<file path="config.mk">
export PLATFORM = sky130hd
export DESIGN_NAME = sofg_mod
export DESIGN_NICKNAME = d
export VERILOG_FILES = /design/src/rtl/synthetic_order_flow_generator_assert.svh /design/src/rtl/sofg_pkg.sv /design/src/rtl/sofg_mod.sv
export SDC_FILE = /design/constraint.sdc
export NUM_CORES = 1
export LEC_CHECK = 0
export BUFFER_PORTS_ARGS = -buffer_cell sky130_fd_sc_hd__buf_2
export CAP_MARGIN = 20
export CORE_MARGIN = 2
export CORE_UTILIZATION = 50
export CTS_CLUSTER_SIZE = 24
export DETAILED_ROUTE_END_ITERATION = 7
export GPL_TIMING_DRIVEN = 0
export PLACE_DENSITY = 0.78
export SKIP_LAST_GASP = 1
export SYNTH_ARGS = -nofsm -noshare
export SYNTH_HDL_FRONTEND = slang
export SYNTH_SLANG_ARGS = --single-unit
</file>
<file path="constraint.sdc">
create_clock -name i_clk -period 4.3 [get_ports i_clk]
set_clock_uncertainty 0.2 [all_clocks]
set_input_delay 1.075 -clock i_clk [delete_from_list [all_inputs] [get_ports i_clk]]
set_output_delay 1.075 -clock i_clk [all_outputs]
set_load 0.01 [all_outputs]
</file>
<file path="src/rtl/synthetic_order_flow_generator_assert.svh">
// Assertion macros for the order-flow generator
`ifndef SYNTHETIC_ORDER_FLOW_GENERATOR_ASSERT_SVH
`define SYNTHETIC_ORDER_FLOW_GENERATOR_ASSERT_SVH
`ifndef ASSERT_OFF
`define SOFG_ASSERT_IMP(label, clk, rst_n, ante, cons) \
    label: assert property (@(posedge clk) disable iff (!rst_n) (ante) |-> (cons)) \
        else $error("sofg assertion failed");
`define SOFG_ASSERT_NXT(label, clk, rst_n, ante, cons) \
    label: assert property (@(posedge clk) disable iff (!rst_n) (ante) |=> (cons)) \
        else $error("sofg assertion failed");
`else
`define SOFG_ASSERT_IMP(label, clk, rst_n, ante, cons)
`define SOFG_ASSERT_NXT(label, clk, rst_n, ante, cons)
`endif
`endif

</file>
<file path="src/rtl/sofg_pkg.sv">
// Shared types and constants of the order-flow generator
`timescale 1ns / 1ps
package sofg_pkg;
    localparam int DATA_W  = 64;
    localparam int SPAN_W  = 21;
    localparam int DIGIT_W = 4;
    localparam int FAIR_W  = 34;
    localparam int PX_W    = 36;
    localparam int PRICE_W = 31;
    localparam int QTY_W   = 20;
    localparam int ID_W    = 48;
    localparam int TS_W    = 64;
    localparam int ADDR_W  = 6;
    localparam int PCT_W   = 7;

    localparam logic [DATA_W-1:0] SCRAMBLE = 64'h2545F4914F6CDD1D;
    localparam int SHIFT_A = 12;
    localparam int SHIFT_B = 25;
    localparam int SHIFT_C = 27;
    localparam int PCT_SPAN = 100;
    localparam int TRADE_QTY_SPAN = 200;

    localparam logic KIND_GEN     = 1'b0;
    localparam logic KIND_RESTART = 1'b1;

    typedef enum logic [2:0] {
        REG_SEED, REG_START_PRICE, REG_MIN_PRICE, REG_MAX_PRICE,
        REG_TICK_RANGE, REG_TICK_SIZE, REG_EVENT_MIX, REG_QTY_BOUNDS
    } t_reg_idx;

    typedef enum logic [1:0] {EVT_ADD, EVT_CANCEL, EVT_TRADE} t_evt_type;

    typedef enum logic [3:0] {
        S_IDLE, S_RNG, S_MOD, S_SNAP, S_BAND, S_RD0, S_RD1, S_WR, S_FIN
    } t_state;

    typedef enum logic [2:0] {
        PH_WALK, PH_DIR, PH_ROLL, PH_SIDE, PH_QTY, PH_OFF, PH_CIDX, PH_TQTY
    } t_phase;

    typedef struct packed {
        logic load;
        logic start;
    } t_unit_ctl;

    typedef struct packed {
        logic busy;
        logic done;
    } t_unit_sts;

    function automatic logic [PRICE_W-1:0] sat_price(input logic signed [PX_W-1:0] p);
        logic signed [PX_W-1:0] top;
        top = {{(PX_W-PRICE_W){1'b0}}, {PRICE_W{1'b1}}};
        if (p < 0) begin
            return '0;
        end else if (p > top) begin
            return {PRICE_W{1'b1}};
        end
        return p[PRICE_W-1:0];
    endfunction
endpackage

</file>
<file path="src/rtl/sofg_mod.sv">
// Bit-serial restoring modulo unit
`timescale 1ns / 1ps
module sofg_mod import sofg_pkg::*; (
    input  logic              i_clk,
    input  logic              i_rst_n,
    input  t_unit_ctl         i_ctl,
    input  logic [DATA_W-1:0] i_dividend,
    input  logic [SPAN_W-1:0] i_divisor,
    output t_unit_sts         o_sts,
    output logic [SPAN_W-1:0] o_rem
);
    localparam int CNT_W = $clog2(DATA_W);

    logic [SPAN_W-1:0] r_rem, r_div;
    logic [DATA_W-1:0] r_dvd;
    logic [CNT_W-1:0]  r_cnt;
    logic              r_busy, r_done;
    logic [SPAN_W:0]   w_t, w_d;

    assign w_t = {r_rem, r_dvd[DATA_W-1]};
    assign w_d = w_t - {1'b0, r_div};

    always_ff @(posedge i_clk) begin
        if (!i_rst_n) begin
            r_busy <= 1'b0;
            r_done <= 1'b0;
            r_cnt  <= '0;
        end else begin
            r_done <= r_busy && (r_cnt == CNT_W'(DATA_W - 1));
            if (i_ctl.start) begin
                r_rem  <= '0;
                r_div  <= i_divisor;
                r_dvd  <= i_dividend;
                r_cnt  <= '0;
                r_busy <= 1'b1;
            end else if (r_busy) begin
                r_rem <= (w_t >= {1'b0, r_div}) ? w_d[SPAN_W-1:0] : w_t[SPAN_W-1:0];
                r_dvd <= r_dvd << 1;
                r_cnt <= r_cnt + 1'b1;
                if (r_cnt == CNT_W'(DATA_W - 1)) begin
                    r_busy <= 1'b0;
                end
            end
        end
    end

    assign o_sts.busy = r_busy;
    assign o_sts.done = r_done;
    assign o_rem      = r_rem;
endmodule
</file>
# After elaboration in Yosys (flattened, before gate mapping)
# Index checks and enable logic that the tools add are counted.
[totals]
word_cells = 23
output_inout_bits = 23
ff_bits = 114
[op_classes]
mux = 7
n_eq_ne = 1
n_addsub = 2
order_cmp = 1
reduce_logical = 5
bitwise_logic = 1
[op_table]
columns = ["cell", "count"]
rows = [
  ["$mux 64", 2],
  ["$mux 21", 2],
  ["$ge 22x21->1", 1],
  ["$sub 21x21->21", 1],
  ["$add 6x1->6 const B", 1],
  ["$eq 6x6->1 const B", 1],
  ["$reduce_and 2->1", 2],
  ["$mux 1", 3],
  ["$reduce_bool 2->1", 1],
  ["$reduce_or 2->1", 1],
  ["$logic_and 1x1->1", 1],
  ["$not 1->1", 1],
]

# Depth between registers and ports, before layout
[depth]
word_depth = 4
mapped_depth = 13

# Least setup slack after synthesis
# No wires, ideal clock.
[synth_timing]
kind = "input -> register"
startpoint = "in i_ctl[0] (netlist name)"
endpoint = "reg r_rem[0] (netlist: o_rem[0]) (enable)"
path_buffers = 2
cell_stages = 3
arrival_time_ps = 3540
slack_ps = 110
cell_sequence = "clkbuf_1 > clkbuf_1 > o21a_1"
[synth_between]
elab_chain_cells = 2
[synth_rtl]
columns = ["element", "line_no", "source"]
rows = [
  ["from (decl)", "sofg_mod.sv:6", "input t_unit_ctl i_ctl,"],
  ["$reduce_bool 2->1 (no source line)", "--", ""],
  ["$reduce_and 2->1 (no source line)", "--", ""],
  ["to (signal assigned)", "sofg_mod.sv:37", "r_rem <= (w_t >= {1'b0, r_div}) ? w_d[SPAN_W-1:0] : w_t[SPAN_W-1:0];"],
  ["to (decl)", "sofg_mod.sv:14", "logic [SPAN_W-1:0] r_rem, r_div;"],
]
# Every way passes these cells.
# A chain may end at the register's enable or synchronous reset.

# Worst setup path in the final report
[layout_timing]
startpoint = "reg r_rem[12] (netlist: o_rem[12])"
endpoint = "reg r_rem[19] (netlist: o_rem[19]) (data pin)"
[layout_between]
elab_chain_cells = 3
elab_cells_between_ends = 4
[layout_rtl]
columns = ["element", "line_no", "source"]
rows = [
  ["$sub 21x21->21 / $ge 22x21->1 (equally long branches)", "sofg_mod.sv:21, sofg_mod.sv:37", ""],
  ["$mux 21 *", "sofg_mod.sv:37", ""],
  ["$mux 21 *", "sofg_mod.sv:36", "end else if (r_busy) begin"],
]
# Every way passes the cells marked *; elsewhere a longest branch is shown, timed or not. The select of a mux whose other input is x is not followed.

==> metrics <==
Core Rows 39; leak pwr about 0.0030 uW; clk_lat worst skew 0.41 ns; TritonCTS Buffers 17; setup TNS 0 ns; TritonCTS Sinks roughly 110; R2R cell count 8; max_cap viols 0; Area contributors post-synth edfxtp_1 (54%), mux2_2 (12%), ha_1 (4.7%); routability congestion estimate between 0.9 and 1; Post-DP HPWL 8840 um; P_int approximately 2600 uW; root buffer cell clkbuf_16; Post-CTS Setup Bufs 0; ys async rst share 0; vias in the first global route ~4400; unrepaired setup endpoints after global routing false; Synth area leader edfxtp_1; Arr. time, crit path 2.98 ns; post-synthesis sequential area ratio 0.572; largest buffer count on any clock path 2; initial antenna violation count 2; Hold EP r_cnt[1]$_SDFFE_PP0P_; CTS tree yes; R2R Path Start o_rem[12]$_SDFFCE_PP0P_; routed len/inst 16.5 um; syn_nets just under 600; Sw Share 0.239; placement-stage worst setup slack just under 0.8 ns; cell count after placement roughly 730; Slew HR 0.561; first-pass GRT wire length between 20000 and 25000 um; Peak VDD IR 0.347 mV; Core Area ~11000 um2; routed wire length approximately 13000 um; # IOs between 100 and 150; Seq cells post-synth roughly 110; Clock transition at path regs 0.05 ns; min cycle time layout ~3.1 ns; grt total ovfl 0; ANT nets after route 0; Hold Vio Cnt, Final 0; vias approximately 4200; Final Setup Violations 0; reg2reg end o_rem[19]$_SDFFCE_PP0P_; switching pwr a little over 800 uW; Mapped Area 5840 um2; kind of critical path flop to flop; warnings from Yosys 0; Worst-Margin Slew ~0.66 ns; max frequency 328 MHz; routed vias/inst about 5.5; Initial Util 0.512; first-pass iteration count of the detailed router 4; Distinct cells, synth 52; fin crit share 0.710; n_diodes 0; P&R area growth vs syn 24.3%; HP Start r_cnt[1]$_SDFFE_PP0P_; R2R setup slack ~1.2 ns; min setup slack post-route ~1.2 ns; largest net degree at the start of global routing 60; commonest cells after routing, fill and taps aside buf_2 (115), edfxtp_1 (106), mux2_2 (63); Synth Area per Inst roughly 12 um2; Hold-fix buffers, CTS 0; number of synthesized flops with an enable pin between 100 and 150; Tot GR Track Use 0.210; Remaining DRCs 0; Slew Viols, Final 0; status completed; WHS Path Cells 2; area fraction of the dominant cell type after synthesis 0.545; Port Buffers about 110; Cells after Synth 473; commonest non-fill, non-tap cell in the layout buf_2; CP Launch Type flop; Die H about 110 um; Clock power frac 0.442; Comb pwr share 0.163; endpoint class of the critical path flop; CP required approximately 4.2 ns; number of DRC markers in iteration 0 just under 200; power density over the cells 470 nW/um2; H-tree levels 4; non-filler cells, final about 760; Most used DFF post-synth edfxtp_1; die area approximately 13000 um2; Flop pwr share 0.395; die span in x 112 um; layout cell share with drive strength beyond 1 0.357; worst hold-check path type flop to flop; worst-path maximum fanout 10; CTS resizes 0; Final nets a little over 700; fillers about 920
metal layers:
metal  track usage  routed length (um)  up-vias
met3        0.0783                 895       29
li1              -                   -     2014
met1         0.245                5150     1973
met5             0                  24        -
met2         0.345                6200      140
met4        0.0967                 258        4
flip-flops by register name, indices dropped and copies added, names as in the netlist:
register / count
r_busy: 1
r_dvd: 64
r_div: 21
o_rem: 21
r_done: 1
r_cnt: 6
kinds of logic after synthesis:
group,after synthesis,synth area share
AOI/OAI and AO/OA,79,0.0844
xor gates and xnor gates,15,0.0225
adders and majority gates,23,0.0505
buffers and inverters,52,0.0381
DFF,114,0.572
muxes,72,0.137
and+or+nand+nor,118,0.0955
per-stage QoR:
stage | cell area [um2] | utilization | power (uW) | hold slack, ns
4_1_cts | 7240 | 0.634 | 3450 | 0.331
3_5_place_dp | 6600 | 0.578 | 1920 | 0.325
6_report | 7270 | 0.636 | 3420 | 0.334
2_1_floorplan | 5840 | - | 1750 | 0.254
3_3_place_gp | 6570 | 0.575 | 1900 | 0.269
5_1_grt | 7270 | 0.636 | 3570 | 0.362
cell usage after synthesis (all sizes together) (10+ instances only):
cell / count
edfxtp: 106
mux2: 63
nand2: 46
a21oi: 33
nor2: 29
inv: 28
ha: 22
o21ai: 16
clkbuf: 14
nand4: 11
buf: 10
power groups by stage:
stage               registers (uW)  clock network [uW]  logic [uW]
global placement              1370                   0         529
detailed placement            1370                   0         550
global route                  1360                1590         622
CTS                           1350                1540         556
finish                        1350                1510         557
floorplan                     1370                   0         381
worst max-delay path, cell delays in order (launching register included):
cell,delay [ns]
edfxtp_1,0.41
ha_1,0.42
and2_0,0.30
a221oi_1,0.54
a31o_2,0.26
nand2_2,0.17
buf_2,0.27
o2111ai_1,0.12
a21oi_1,0.09
worst max-delay path by stage:
stage                                    to  cells after the start                    start
finish              o_rem[19]$_SDFFCE_PP0P_                      8  o_rem[12]$_SDFFCE_PP0P_
global route        o_rem[16]$_SDFFCE_PP0P_                      9  o_rem[12]$_SDFFCE_PP0P_
CTS                      r_div[6]$_DFFE_PP_                      3                 i_ctl[0]
detailed placement      r_div[15]$_DFFE_PP_                      3                 i_ctl[0]
global placement        r_dvd[46]$_DFFE_PP_                      3                 i_ctl[0]
floorplan            o_rem[0]$_SDFFCE_PP0P_                      3                 i_ctl[0]
area by class of cell:
cell class / count / area, um2 / share of cell area
plain buffers: 24 / 118 / 0.0162
clock buffers: 22 / 454 / 0.0625
clock inverters: 10 / 181 / 0.0250
inverters: 28 / 105 / 0.0145
multi-input cells: 307 / 2280 / 0.314
flip-flops and latches: 114 / 3340 / 0.460
well taps: 143 / 179 / 0.0246
repair buffers: 111 / 601 / 0.0827
Power figures use the tool's default switching activity.
