==> src/rtl/synthetic_order_flow_generator_assert.svh <==
// Assertion macros for the order-flow generator
`ifndef SYNTHETIC_ORDER_FLOW_GENERATOR_ASSERT_SVH
`define SYNTHETIC_ORDER_FLOW_GENERATOR_ASSERT_SVH
`ifndef ASSERT_OFF
`define SOFG_ASSERT_IMP(label, clk, rst_n, ante, cons) \
    label: assert property (@(posedge clk) disable iff (!rst_n) (ante) |-> (cons)) \
        else $error("sofg assertion failed");
`define SOFG_ASSERT_NXT(label, clk, rst_n, ante, cons) \
    label: assert property (@(posedge clk) disable iff (!rst_n) (ante) |=> (cons)) \
        else $error("sofg assertion failed");
`else
`define SOFG_ASSERT_IMP(label, clk, rst_n, ante, cons)
`define SOFG_ASSERT_NXT(label, clk, rst_n, ante, cons)
`endif
`endif

==> src/rtl/sofg_pkg.sv <==
// Shared types and constants of the order-flow generator
`timescale 1ns / 1ps
package sofg_pkg;
    localparam int DATA_W  = 64;
    localparam int SPAN_W  = 21;
    localparam int DIGIT_W = 4;
    localparam int FAIR_W  = 34;
    localparam int PX_W    = 36;
    localparam int PRICE_W = 31;
    localparam int QTY_W   = 20;
    localparam int ID_W    = 48;
    localparam int TS_W    = 64;
    localparam int ADDR_W  = 6;
    localparam int PCT_W   = 7;

    localparam logic [DATA_W-1:0] SCRAMBLE = 64'h2545F4914F6CDD1D;
    localparam int SHIFT_A = 12;
    localparam int SHIFT_B = 25;
    localparam int SHIFT_C = 27;
    localparam int PCT_SPAN = 100;
    localparam int TRADE_QTY_SPAN = 200;

    localparam logic KIND_GEN     = 1'b0;
    localparam logic KIND_RESTART = 1'b1;

    typedef enum logic [2:0] {
        REG_SEED, REG_START_PRICE, REG_MIN_PRICE, REG_MAX_PRICE,
        REG_TICK_RANGE, REG_TICK_SIZE, REG_EVENT_MIX, REG_QTY_BOUNDS
    } t_reg_idx;

    typedef enum logic [1:0] {EVT_ADD, EVT_CANCEL, EVT_TRADE} t_evt_type;

    typedef enum logic [3:0] {
        S_IDLE, S_RNG, S_MOD, S_SNAP, S_BAND, S_RD0, S_RD1, S_WR, S_FIN
    } t_state;

    typedef enum logic [2:0] {
        PH_WALK, PH_DIR, PH_ROLL, PH_SIDE, PH_QTY, PH_OFF, PH_CIDX, PH_TQTY
    } t_phase;

    typedef struct packed {
        logic load;
        logic start;
    } t_unit_ctl;

    typedef struct packed {
        logic busy;
        logic done;
    } t_unit_sts;

    function automatic logic [PRICE_W-1:0] sat_price(input logic signed [PX_W-1:0] p);
        logic signed [PX_W-1:0] top;
        top = {{(PX_W-PRICE_W){1'b0}}, {PRICE_W{1'b1}}};
        if (p < 0) begin
            return '0;
        end else if (p > top) begin
            return {PRICE_W{1'b1}};
        end
        return p[PRICE_W-1:0];
    endfunction
endpackage

==> src/rtl/sofg_rng.sv <==
// Xorshift64* generator with a digit-serial scramble multiplier
`timescale 1ns / 1ps
module sofg_rng import sofg_pkg::*; (
    input  logic              i_clk,
    input  logic              i_rst_n,
    input  t_unit_ctl         i_ctl,
    input  logic [DATA_W-1:0] i_seed,
    output t_unit_sts         o_sts,
    output logic [DATA_W-1:0] o_value
);
    localparam int N_DIGITS = DATA_W / DIGIT_W;
    localparam int CNT_W = $clog2(N_DIGITS);

    logic [DATA_W-1:0] r_state, r_mc, r_sc, r_acc;
    logic [CNT_W-1:0]  r_cnt;
    logic              r_busy, r_done;
    logic [DATA_W-1:0] w_xs;
    logic [DATA_W+DIGIT_W-1:0] w_pp;

    always_comb begin
        w_xs = r_state ^ (r_state >> SHIFT_A);
        w_xs = w_xs ^ (w_xs << SHIFT_B);
        w_xs = w_xs ^ (w_xs >> SHIFT_C);
    end

    assign w_pp = r_mc * r_sc[DIGIT_W-1:0];

    always_ff @(posedge i_clk) begin
        if (!i_rst_n) begin
            r_state <= DATA_W'(1);
            r_busy  <= 1'b0;
            r_done  <= 1'b0;
            r_cnt   <= '0;
        end else begin
            r_done <= r_busy && (r_cnt == CNT_W'(N_DIGITS - 1));
            if (i_ctl.load) begin
                r_state <= (i_seed == '0) ? DATA_W'(1) : i_seed;
            end else if (i_ctl.start) begin
                r_state <= w_xs;
                r_mc    <= w_xs;
                r_sc    <= SCRAMBLE;
                r_acc   <= '0;
                r_cnt   <= '0;
                r_busy  <= 1'b1;
            end else if (r_busy) begin
                r_acc <= r_acc + w_pp[DATA_W-1:0];
                r_mc  <= r_mc << DIGIT_W;
                r_sc  <= r_sc >> DIGIT_W;
                r_cnt <= r_cnt + 1'b1;
                if (r_cnt == CNT_W'(N_DIGITS - 1)) begin
                    r_busy <= 1'b0;
                end
            end
        end
    end

    assign o_sts.busy = r_busy;
    assign o_sts.done = r_done;
    assign o_value    = r_acc;
endmodule

==> config.mk <==
export PLATFORM = sky130hd
export DESIGN_NAME = sofg_rng
export DESIGN_NICKNAME = d
export VERILOG_FILES = /design/src/rtl/synthetic_order_flow_generator_assert.svh /design/src/rtl/sofg_pkg.sv /design/src/rtl/sofg_rng.sv
export SDC_FILE = /design/constraint.sdc
export NUM_CORES = 1
export LEC_CHECK = 0
export ABC_CLOCK_PERIOD_IN_PS = 14200
export BUFFER_PORTS_ARGS = -buffer_cell sky130_fd_sc_hd__buf_2
export CORE_MARGIN = 2
export CORE_UTILIZATION = 45
export CTS_CLUSTER_SIZE = 10
export DETAILED_ROUTE_END_ITERATION = 12
export PLACE_DENSITY_LB_ADDON = 0.3
export SYNTH_ARGS = -nofsm -noshare
export SYNTH_HDL_FRONTEND = slang
export SYNTH_SLANG_ARGS = --single-unit
==> constraint.sdc <==
create_clock -name i_clk -period 14.2 [get_ports i_clk]
set_input_delay 2.13 -clock i_clk [delete_from_list [all_inputs] [get_ports i_clk]]
set_output_delay 2.13 -clock i_clk [all_outputs]
set_load 0.005 [all_outputs]
[Word-level counts from Yosys, hierarchy flattened]
Index checks and enable logic that the tools add are counted.
Storage, ports and cells
  register bits after elaboration: 256
  logic and storage cells: 33
  output and inout port bits: 66
  input bits: 68
Operators by class
  eq/ne operators: 1
  multiplexer cells: 12
  add/subtract/negate cells: 2
  bitwise operators: 4
  $mul: 1
  reductions and logical operators: 6
Operators by type and width (count)
  2-to-1 mux 64 bit: 6
  adder 64 bit: 1
  zero test 64 bit: 1
  multiplier 64 x 4 -> 64 bit: 1
  bitwise XOR 64 x 37 -> 64 bit: 1
  bitwise XOR 64 x 52 -> 64 bit: 1
  bitwise XOR 64 bit: 1
  2-to-1 mux 62 bit: 1
  2-to-1 mux 4 bit: 2
  adder 4 x 1 -> 4 bit (second input constant): 1
  == test 4 bit (second input constant): 1
  nonzero test 2 bit: 2
  2-to-1 mux 1 bit: 3
  AND reduction 3 bit: 1
  AND reduction 2 bit: 1
  logical AND 1 bit: 1
  inverter 1 bit: 1

[Depth between registers and ports, before layout]
Gate-level depths: netlist (run 1).
  depth after elaboration: 5
  gate-level depth with buffers: 20
  gate-level depth less buffers: 17

[Worst setup path before layout (run 1)]
No wires, ideal clock.
  path type: input-to-reg
  start point: input port i_ctl[0] in the netlist's numbering
  end point: register r_acc[0], in the netlist o_value[0], enable pin
  path slack: 2.922 ns
  stages: 5
  arrival: 10.555 ns
  required time: 13.477 ns
  cell sequence: clkbuf_1 clkbuf_1 clkbuf_1 o21bai_1 nor2_1
On the way
  word-level cells in the longest chain between the ends: 2
Ends and longest elaborated chain
  start, declared: line sofg_rng.sv:6  | input t_unit_ctl i_ctl,
  nonzero test 2 bit (no line)
  AND reduction 3 bit (no line)
  end signal, assigned: line sofg_rng.sv:46  | r_acc <= r_acc + w_pp[DATA_W-1:0];
  end, declared: line sofg_rng.sv:14  | logic [DATA_W-1:0] r_state, r_mc, r_sc, r_acc;
Every way passes these cells.
A chain may end at the register's enable or synchronous reset.

[Worst setup path in the final report (run 1)]
  start point: register r_sc[3]
  end point: register r_acc[62], in the netlist o_value[62] (data pin)
On the way
  word-level cells in the longest chain between the ends: 3
Ends and longest elaborated chain
  start, declared: line sofg_rng.sv:14
  start signal, assigned: line sofg_rng.sv:48  | r_sc <= r_sc >> DIGIT_W;
  multiplier 64 x 4 -> 64 bit: line sofg_rng.sv:26  | assign w_pp = r_mc * r_sc[DIGIT_W-1:0];
  adder 64 bit: line sofg_rng.sv:46
  2-to-1 mux 64 bit: line sofg_rng.sv:45  | end else if (r_busy) begin
Every way passes these cells. The select of a mux whose other input is x is not followed.

==> metrics.txt, run 1 <==
status finished clean; Core Area ~47,000 µm²; Layout area overhead 8.90%; cell taking the most area after synthesis edfxtp_1; dominant synthesized flop cell edfxtp_1; total power 0.00364 W; ys async rst share 0; maximum ir drop on the vdd rail 0.114 mV; crit path launch type flip-flop; Power per Cell Area ~160 nW/µm²; worst slack, placed 8.11 ns; Max-Cap Viols 0; Post-synth EDFFs 180; Vias 16.0k; worst rel slew slack 0.295; Avg Cell Area, Syn 9.27 µm²; Syn Inst Count 2,306; first-pass GRT wire length 89,100 µm; Post-CTS Setup Inserts 0; critical path launch point r_sc[3]$_SDFFCE_PP1P_; Post-DRT Antenna Nets 0; setup TNS 0 ns; CTS tree yes; clock latency on the worst-skew pair 0.59 ns; yosys warns 0; hold buffers post-CTS 0; vias in the first global route 16.1k; IO Count 134; Die X approximately 220 µm; die height between 200 and 250 µm; Fmax 168 MHz; RR Startpoint r_sc[3]$_SDFFCE_PP1P_; std cell rows 79; ranking of synthesized cells by area edfxtp_1 25%, fa_1 17%, and2_1 6.9%, dfxtp_1 6.6%, inv_1 5.0%; layout cells sized above 1 0.105; Post-CTS Resized 0; crit path time final 5.95 ns; HP Class reg2reg; Syn Nets 2,624; HP Start r_cnt[3]$_SDFFE_PN0P_; CTS Root Cell clkbuf_16; pin count of the biggest net entering global routing 210; Num CTS Buffers 31; P_leak 9.94 nW; crit path capture type flip-flop; DR WL/cell between 15 and 20 µm; GRT overflow 0; clock tree buffer depth 3; clk sink count 250; register area 6810 µm²; Slew @ Worst Pin 1.06 ns; Final Hold Fails 0; Setup CP Type reg2reg; synth cell count leaders 287 x inv_1, 235 x and2_1, 212 x nor2_1, 182 x fa_1, 180 x edfxtp_1; setup violators final 0; share of the synthesized area in the top cell type 0.253; Mapped Area 21,400 µm²; Final HPWL DP ~43,000 µm; DR DRC count 0; Tcrit/Tclk final 0.419; synth unique cells 79; CP max FO 57; clock skew between 0.015 and 0.02 ns; Initial DRT Pass Iterations 6; initial antenna violation count 0; critical path required time 14.53 ns; vias per cell 5.33; WHS 0.489 ns; GP Congestion approximately 0.93; Critical Path AT approximately 6.3 ns; count leader, synth inv_1; layout net count 2,685; PortBufs between 100 and 150; Max H-tree Level 1; area of the multi-input gates 12,900 µm²; Iter 0 DRT Violations 1,253; design area 23,300 µm²; Antenna Cells 0; sequential fraction of the synthesis area 0.319; Max Slew Vio Count 0; DP Area around 22,000 µm²; Yosys reg bits 250; Post-Route WL 55,700 µm; Final WS setup 8.25 ns; starting density of the core 0.457; RSZ-0062 raised after global routing false; fill count around 4.4k; Die ar. 49,200 µm²; Worst-path clk slew about 0.06 ns; GRT Util Overall 0.227
-- layer usage --
layer	global-route usage	wire length [µm]
met2	0.349	24300
met4	0.0612	1500
met1	0.341	26000
met3	0.0258	3860
met5	0	0
-- through the flow --
stage,cells,utilization
floorplan,2306,-
global placement,2941,0.478
global route,2999,0.498
finish,2999,0.498
CTS,2999,0.498
detailed placement,2941,0.478
-- final cells by class --
| class | instances | area share |
|---|---|---|
| Clock buffer | 52 | 0.0380 |
| Clock inverter | 6 | 0.00161 |
| Inverter | 288 | 0.0465 |
| Multi-Input combinational cell | 1654 | 0.556 |
| Sequential cell | 250 | 0.292 |
| Tap cell | 607 | 0.0326 |
| Timing Repair Buffer | 142 | 0.0325 |
-- path summary, 6_finish.rpt --
path,to,slack (ns),depth (start not counted)
max,o_value[62]$_SDFFCE_PP0P_,8.25,17
min,r_cnt[3]$_SDFFE_PN0P_,0.49,2
max reg2reg,o_value[62]$_SDFFCE_PP0P_,8.25,17
min reg2reg,r_cnt[3]$_SDFFE_PN0P_,0.49,2
-- report_power, final --
group / leakage (nW) / switching [W] / internal, W / total [W]
Clock: 0.449 / 0.000316 / 0.000420 / 0.000736
Combinational: 7.25 / 0.00119 / 0.000759 / 0.00195
Sequential: 2.24 / 0.0000567 / 0.000900 / 0.000957
-- registers in the layout, indices dropped and copies added (netlist names) --
name     flops
r_done       1
r_state     64
o_value     64
r_busy       1
r_sc        52
r_cnt        4
r_mc        64
-- cell families (layout without fill, tap and decap cells) --
group | count (synthesis) | in the layout | synth area share
muxes | 19 | 19 | 0.0101
xor gates and xnor gates | 204 | 204 | 0.0836
buffers and inverters | 402 | 488 | 0.0761
and+or+nand+nor | 794 | 794 | 0.191
adders and majority gates | 250 | 250 | 0.210
AOI/OAI and AO/OA | 387 | 387 | 0.111
DFF | 250 | 250 | 0.319
-- critical path, cell delays in order (launching register included) --
cell      delay [ns]
edfxtp_1        0.42
buf_4           0.44
and2_1          0.22
fa_1            0.43
fa_1            0.50
inv_1           0.05
fa_1            0.47
inv_1           0.04
ha_1            0.45
nand4_1         0.36
nor3_1          0.45
nand2_1         0.14
a21oi_1         0.38
nor3_1          0.18
o21bai_1        0.28
nand3_1         0.22
o21ai_1         0.27
mux2_2          0.36
-- cells in the final DEF (no fill, tap or decap), types with 7 or more instances in the layout --
cell         n
nand3_1     17
nor2b_1     39
nand2b_1    23
xor2_1      83
buf_2      131
edfxtp_1   180
nor4_1      21
o21bai_1    13
nand4_1     29
a21o_1      24
or2_2       29
o21ai_0     93
xnor2_1    121
fa_1       182
o21a_1      43
inv_1      287
ha_1        68
nand2_1    146
clkbuf_16   31
and2_1     235
o211ai_1     7
nor2_1     211
a21oi_1    159
nor3_1      13
buf_4        9
clkbuf_1    18
dfxtp_1     70
mux2_2      15
No activity file was read; power rests on OpenSTA's default activity.
==> inputs of run 2 (changes only) <==
--- a/config.mk
+++ b/config.mk
@@ -5,7 +5,7 @@
 export SDC_FILE = /design/constraint.sdc
 export NUM_CORES = 1
 export LEC_CHECK = 0
-export ABC_CLOCK_PERIOD_IN_PS = 14200
+export ABC_CLOCK_PERIOD_IN_PS = 5300
 export BUFFER_PORTS_ARGS = -buffer_cell sky130_fd_sc_hd__buf_2
 export CORE_MARGIN = 2
 export CORE_UTILIZATION = 45
==> constraint.sdc (replaced) <==
create_clock -name i_clk -period 5.3 [get_ports i_clk]
set_input_delay 0.795 -clock i_clk [delete_from_list [all_inputs] [get_ports i_clk]]
set_output_delay 0.795 -clock i_clk [all_outputs]
set_load 0.005 [all_outputs]
==> metrics.txt, run 2 (synthesis results as in run 1) <==
Core Area 46,800 µm² (unchanged); Max H-tree Level 1 (unchanged); IO Count 134 (unchanged); status finished clean (unchanged); DP Area 22,700 µm² (was 22,300 µm²); die height 222 µm (unchanged); Critical Path AT 5.51 ns (was 6.28 ns); switch share 0.423 (was 0.428); placed instance count 2,980 (was 2,941); worst rel slew slack 0.287 (was 0.295); critical path required time 5.64 ns (was 14.53 ns); sequential share of power 0.254 (was 0.263); Post-Route WL 57,000 µm (was 55,700 µm); CP cell instances buf_12 > and2_1 > fa_1 > fa_1 > fa_1 > ha_1 > buf_4 > a21oi_1 > o21a_1 > o22ai_1 > nor3_1 > o41a_1 > o211a_4 > o21ai_4 > a41oi_2 > mux2_4 (was buf_4 > and2_1 > fa_1 > fa_1 > inv_1 > fa_1 > inv_1 > ha_1 > nand4_1 > nor3_1 > nand2_1 > a21oi_1 > nor3_1 > o21bai_1 > nand3_1 > o21ai_1 > mux2_2); Buf+Inv Stages, Crit Path 2 (was 3); CTS Root Cell clkbuf_16 (unchanged); layout cells sized above 1 0.126 (was 0.105); starting density of the core 0.457 (unchanged); first-pass GRT wire length 91,200 µm (was 89,100 µm); Int Power 0.00585 W (was 0.00208 W); setup violators final 0 (unchanged); DR WL/cell 18.7 µm (was 18.6 µm); P_leak 10.2 nW (was 9.94 nW); CTS tree yes (unchanged); initial antenna violation count 0 (unchanged); Slew @ Worst Pin 1.07 ns (was 1.06 ns); Post-DRT Antenna Nets 0 (unchanged); fill count 4,357 (was 4,445); Die ar. 49,200 µm² (unchanged); Combinational Power Share 0.545 (was 0.535); total power 0.0101 W (was 0.00364 W); Num CTS Buffers 31 (unchanged); CP max FO 63 (was 57); Die X 222 µm (unchanged); clk sink count 250 (unchanged); Layout area overhead 11.3% (was 8.90%); design area 23,800 µm² (was 23,300 µm²); most common cell after layout, fill and taps aside inv_1 (unchanged); Max-Cap Viols 0 (unchanged); layout net count 2,726 (was 2,685); register area 6810 µm² (unchanged); PortBufs 133 (unchanged); area of the multi-input gates 13,000 µm² (was 12,900 µm²); GRT overflow 0 (unchanged); Final Hold Fails 0 (unchanged); maximum ir drop on the vdd rail 0.267 mV (was 0.114 mV); Psw 0.00428 W (was 0.00156 W); Initial DRT Pass Iterations 5 (was 6); RSZ-0062 raised after global routing true (was false); highest-count cells in the layout ignoring fill and taps 287 x inv_1, 234 x and2_1, 211 x nor2_1 (was 287 x inv_1, 235 x and2_1, 211 x nor2_1); Final HPWL DP 44,500 µm (was 43,200 µm); Worst path max stage delay 0.56 ns (was 0.50 ns); Power per Cell Area 426 nW/µm² (was 156 nW/µm²); Fmax 194 MHz (was 168 MHz); clock latency on the worst-skew pair 0.59 ns (about the same); Vias 16.1k (was 16.0k); crit path time final 5.17 ns (was 5.95 ns); vias per cell 5.29 (was 5.33); Critical Path Most Common Cell fa_1 (unchanged); HP Class in2reg (was reg2reg); std cell rows 79 (unchanged); clock tree buffer depth 3 (unchanged); Worst path slowest cell fa_1 (unchanged); Final Instance Count excl. Fillers 3,040 (was 2,999); Iter 0 DRT Violations 1,360 (was 1,253); CP delay by family, top adder cells (unchanged); crit path capture type flip-flop (unchanged); Clock power frac 0.201 (was 0.202); GRT Util Overall 0.234 (was 0.227); Max Slew Vio Count 0 (unchanged); DR DRC count 0 (unchanged); Tcrit/Tclk final 0.975 (was 0.419); clock skew 0.0122 ns (was 0.0168 ns); pin count of the biggest net entering global routing 166 (was 210); Worst-path clk slew 0.06 ns (about the same); Setup CP Type reg2reg (unchanged); setup TNS 0 ns (unchanged); crit path launch type flip-flop (unchanged); vias in the first global route 16.1k (about the same); hold buffers post-CTS 0 (unchanged); GP Congestion 0.925 (was 0.932)
run 2: cell types whose count changed in the layout (fill, tap and decap cells not counted), sizes merged:
cell	delta
clkinv	-2
clkbuf	+1
diode	+1
buf	+41
run 2: path summary, 6_finish.rpt:
kind / from / to / slack [ns] / cells past startpoint
worst max-delay path: r_sc[1]$_SDFFCE_PP0P_ / o_value[56]$_SDFFCE_PP0P_ / 0.13 / 16
worst min-delay path: i_rst_n / r_state[0]$_SDFFE_PN1P_ / 0.44 / 2
worst max register to register: r_sc[1]$_SDFFCE_PP0P_ / o_value[56]$_SDFFCE_PP0P_ / 0.13 / 16
worst min register to register: r_sc[19]$_SDFFCE_PP1P_ / r_sc[15]$_SDFFCE_PP1P_ / 0.49 / 1
run 2: area by class of cell:
| cell class | count | area share |
|---|---|---|
| Clock buffer | 53 | 0.0396 |
| Tap cell | 607 | 0.0319 |
| Inverter | 288 | 0.0455 |
| Sequential cell | 250 | 0.286 |
| Antenna cell | 1 | 0.000105 |
| Clock inverter | 4 | 0.000947 |
| Timing Repair Buffer | 183 | 0.0479 |
| Multi-Input combinational cell | 1654 | 0.548 |
run 2: repair_timing:
action                                  in CTS  in global routing
resized for setup                            0                 21
endpoints found under the setup margin       0                 12
hold endpoints to repair                     0                  0
setup buffers                                0                  2
run 2: worst register-to-register path, cell delays in order, from the launching register on:
cell,delay [ns]
edfxtp_1,0.41
buf_12,0.20
and2_1,0.22
fa_1,0.48
fa_1,0.56
fa_1,0.44
ha_1,0.33
buf_4,0.17
a21oi_1,0.22
o21a_1,0.24
o22ai_1,0.12
nor3_1,0.20
o41a_1,0.43
o211a_4,0.27
o21ai_4,0.08
a41oi_2,0.24
mux2_4,0.31
run 2: layer usage:
metal	routed length [µm]	up-vias	GRT usage
li1	-	7674	-
met1	27300	7826	0.355
met2	24800	512	0.355
met3	3760	74	0.0338
met4	1150	0	0.0499
met5	0	-	0
run 2: metrics by stage:
step,worst slack (ns),hold WS (ns),util
finish,0.132,0.435,0.508
global route,-0.0272,0.428,0.508
CTS,0.00404,0.412,0.506
detailed placement,-0.0114,0.484,0.486
global placement,0.0771,0.471,0.486
floorplan,0.409,0.449,-
run 2: power groups by stage:
stage	Combinational (W)	Clock (W)	Sequential (W)
final	0.00552	0.00204	0.00257
after global routing	0.00615	0.00215	0.00260
after CTS	0.00540	0.00208	0.00257
after detailed placement	0.00536	0	0.00261
after global placement	0.00532	0	0.00261
after floorplan	0.00399	0	0.00256
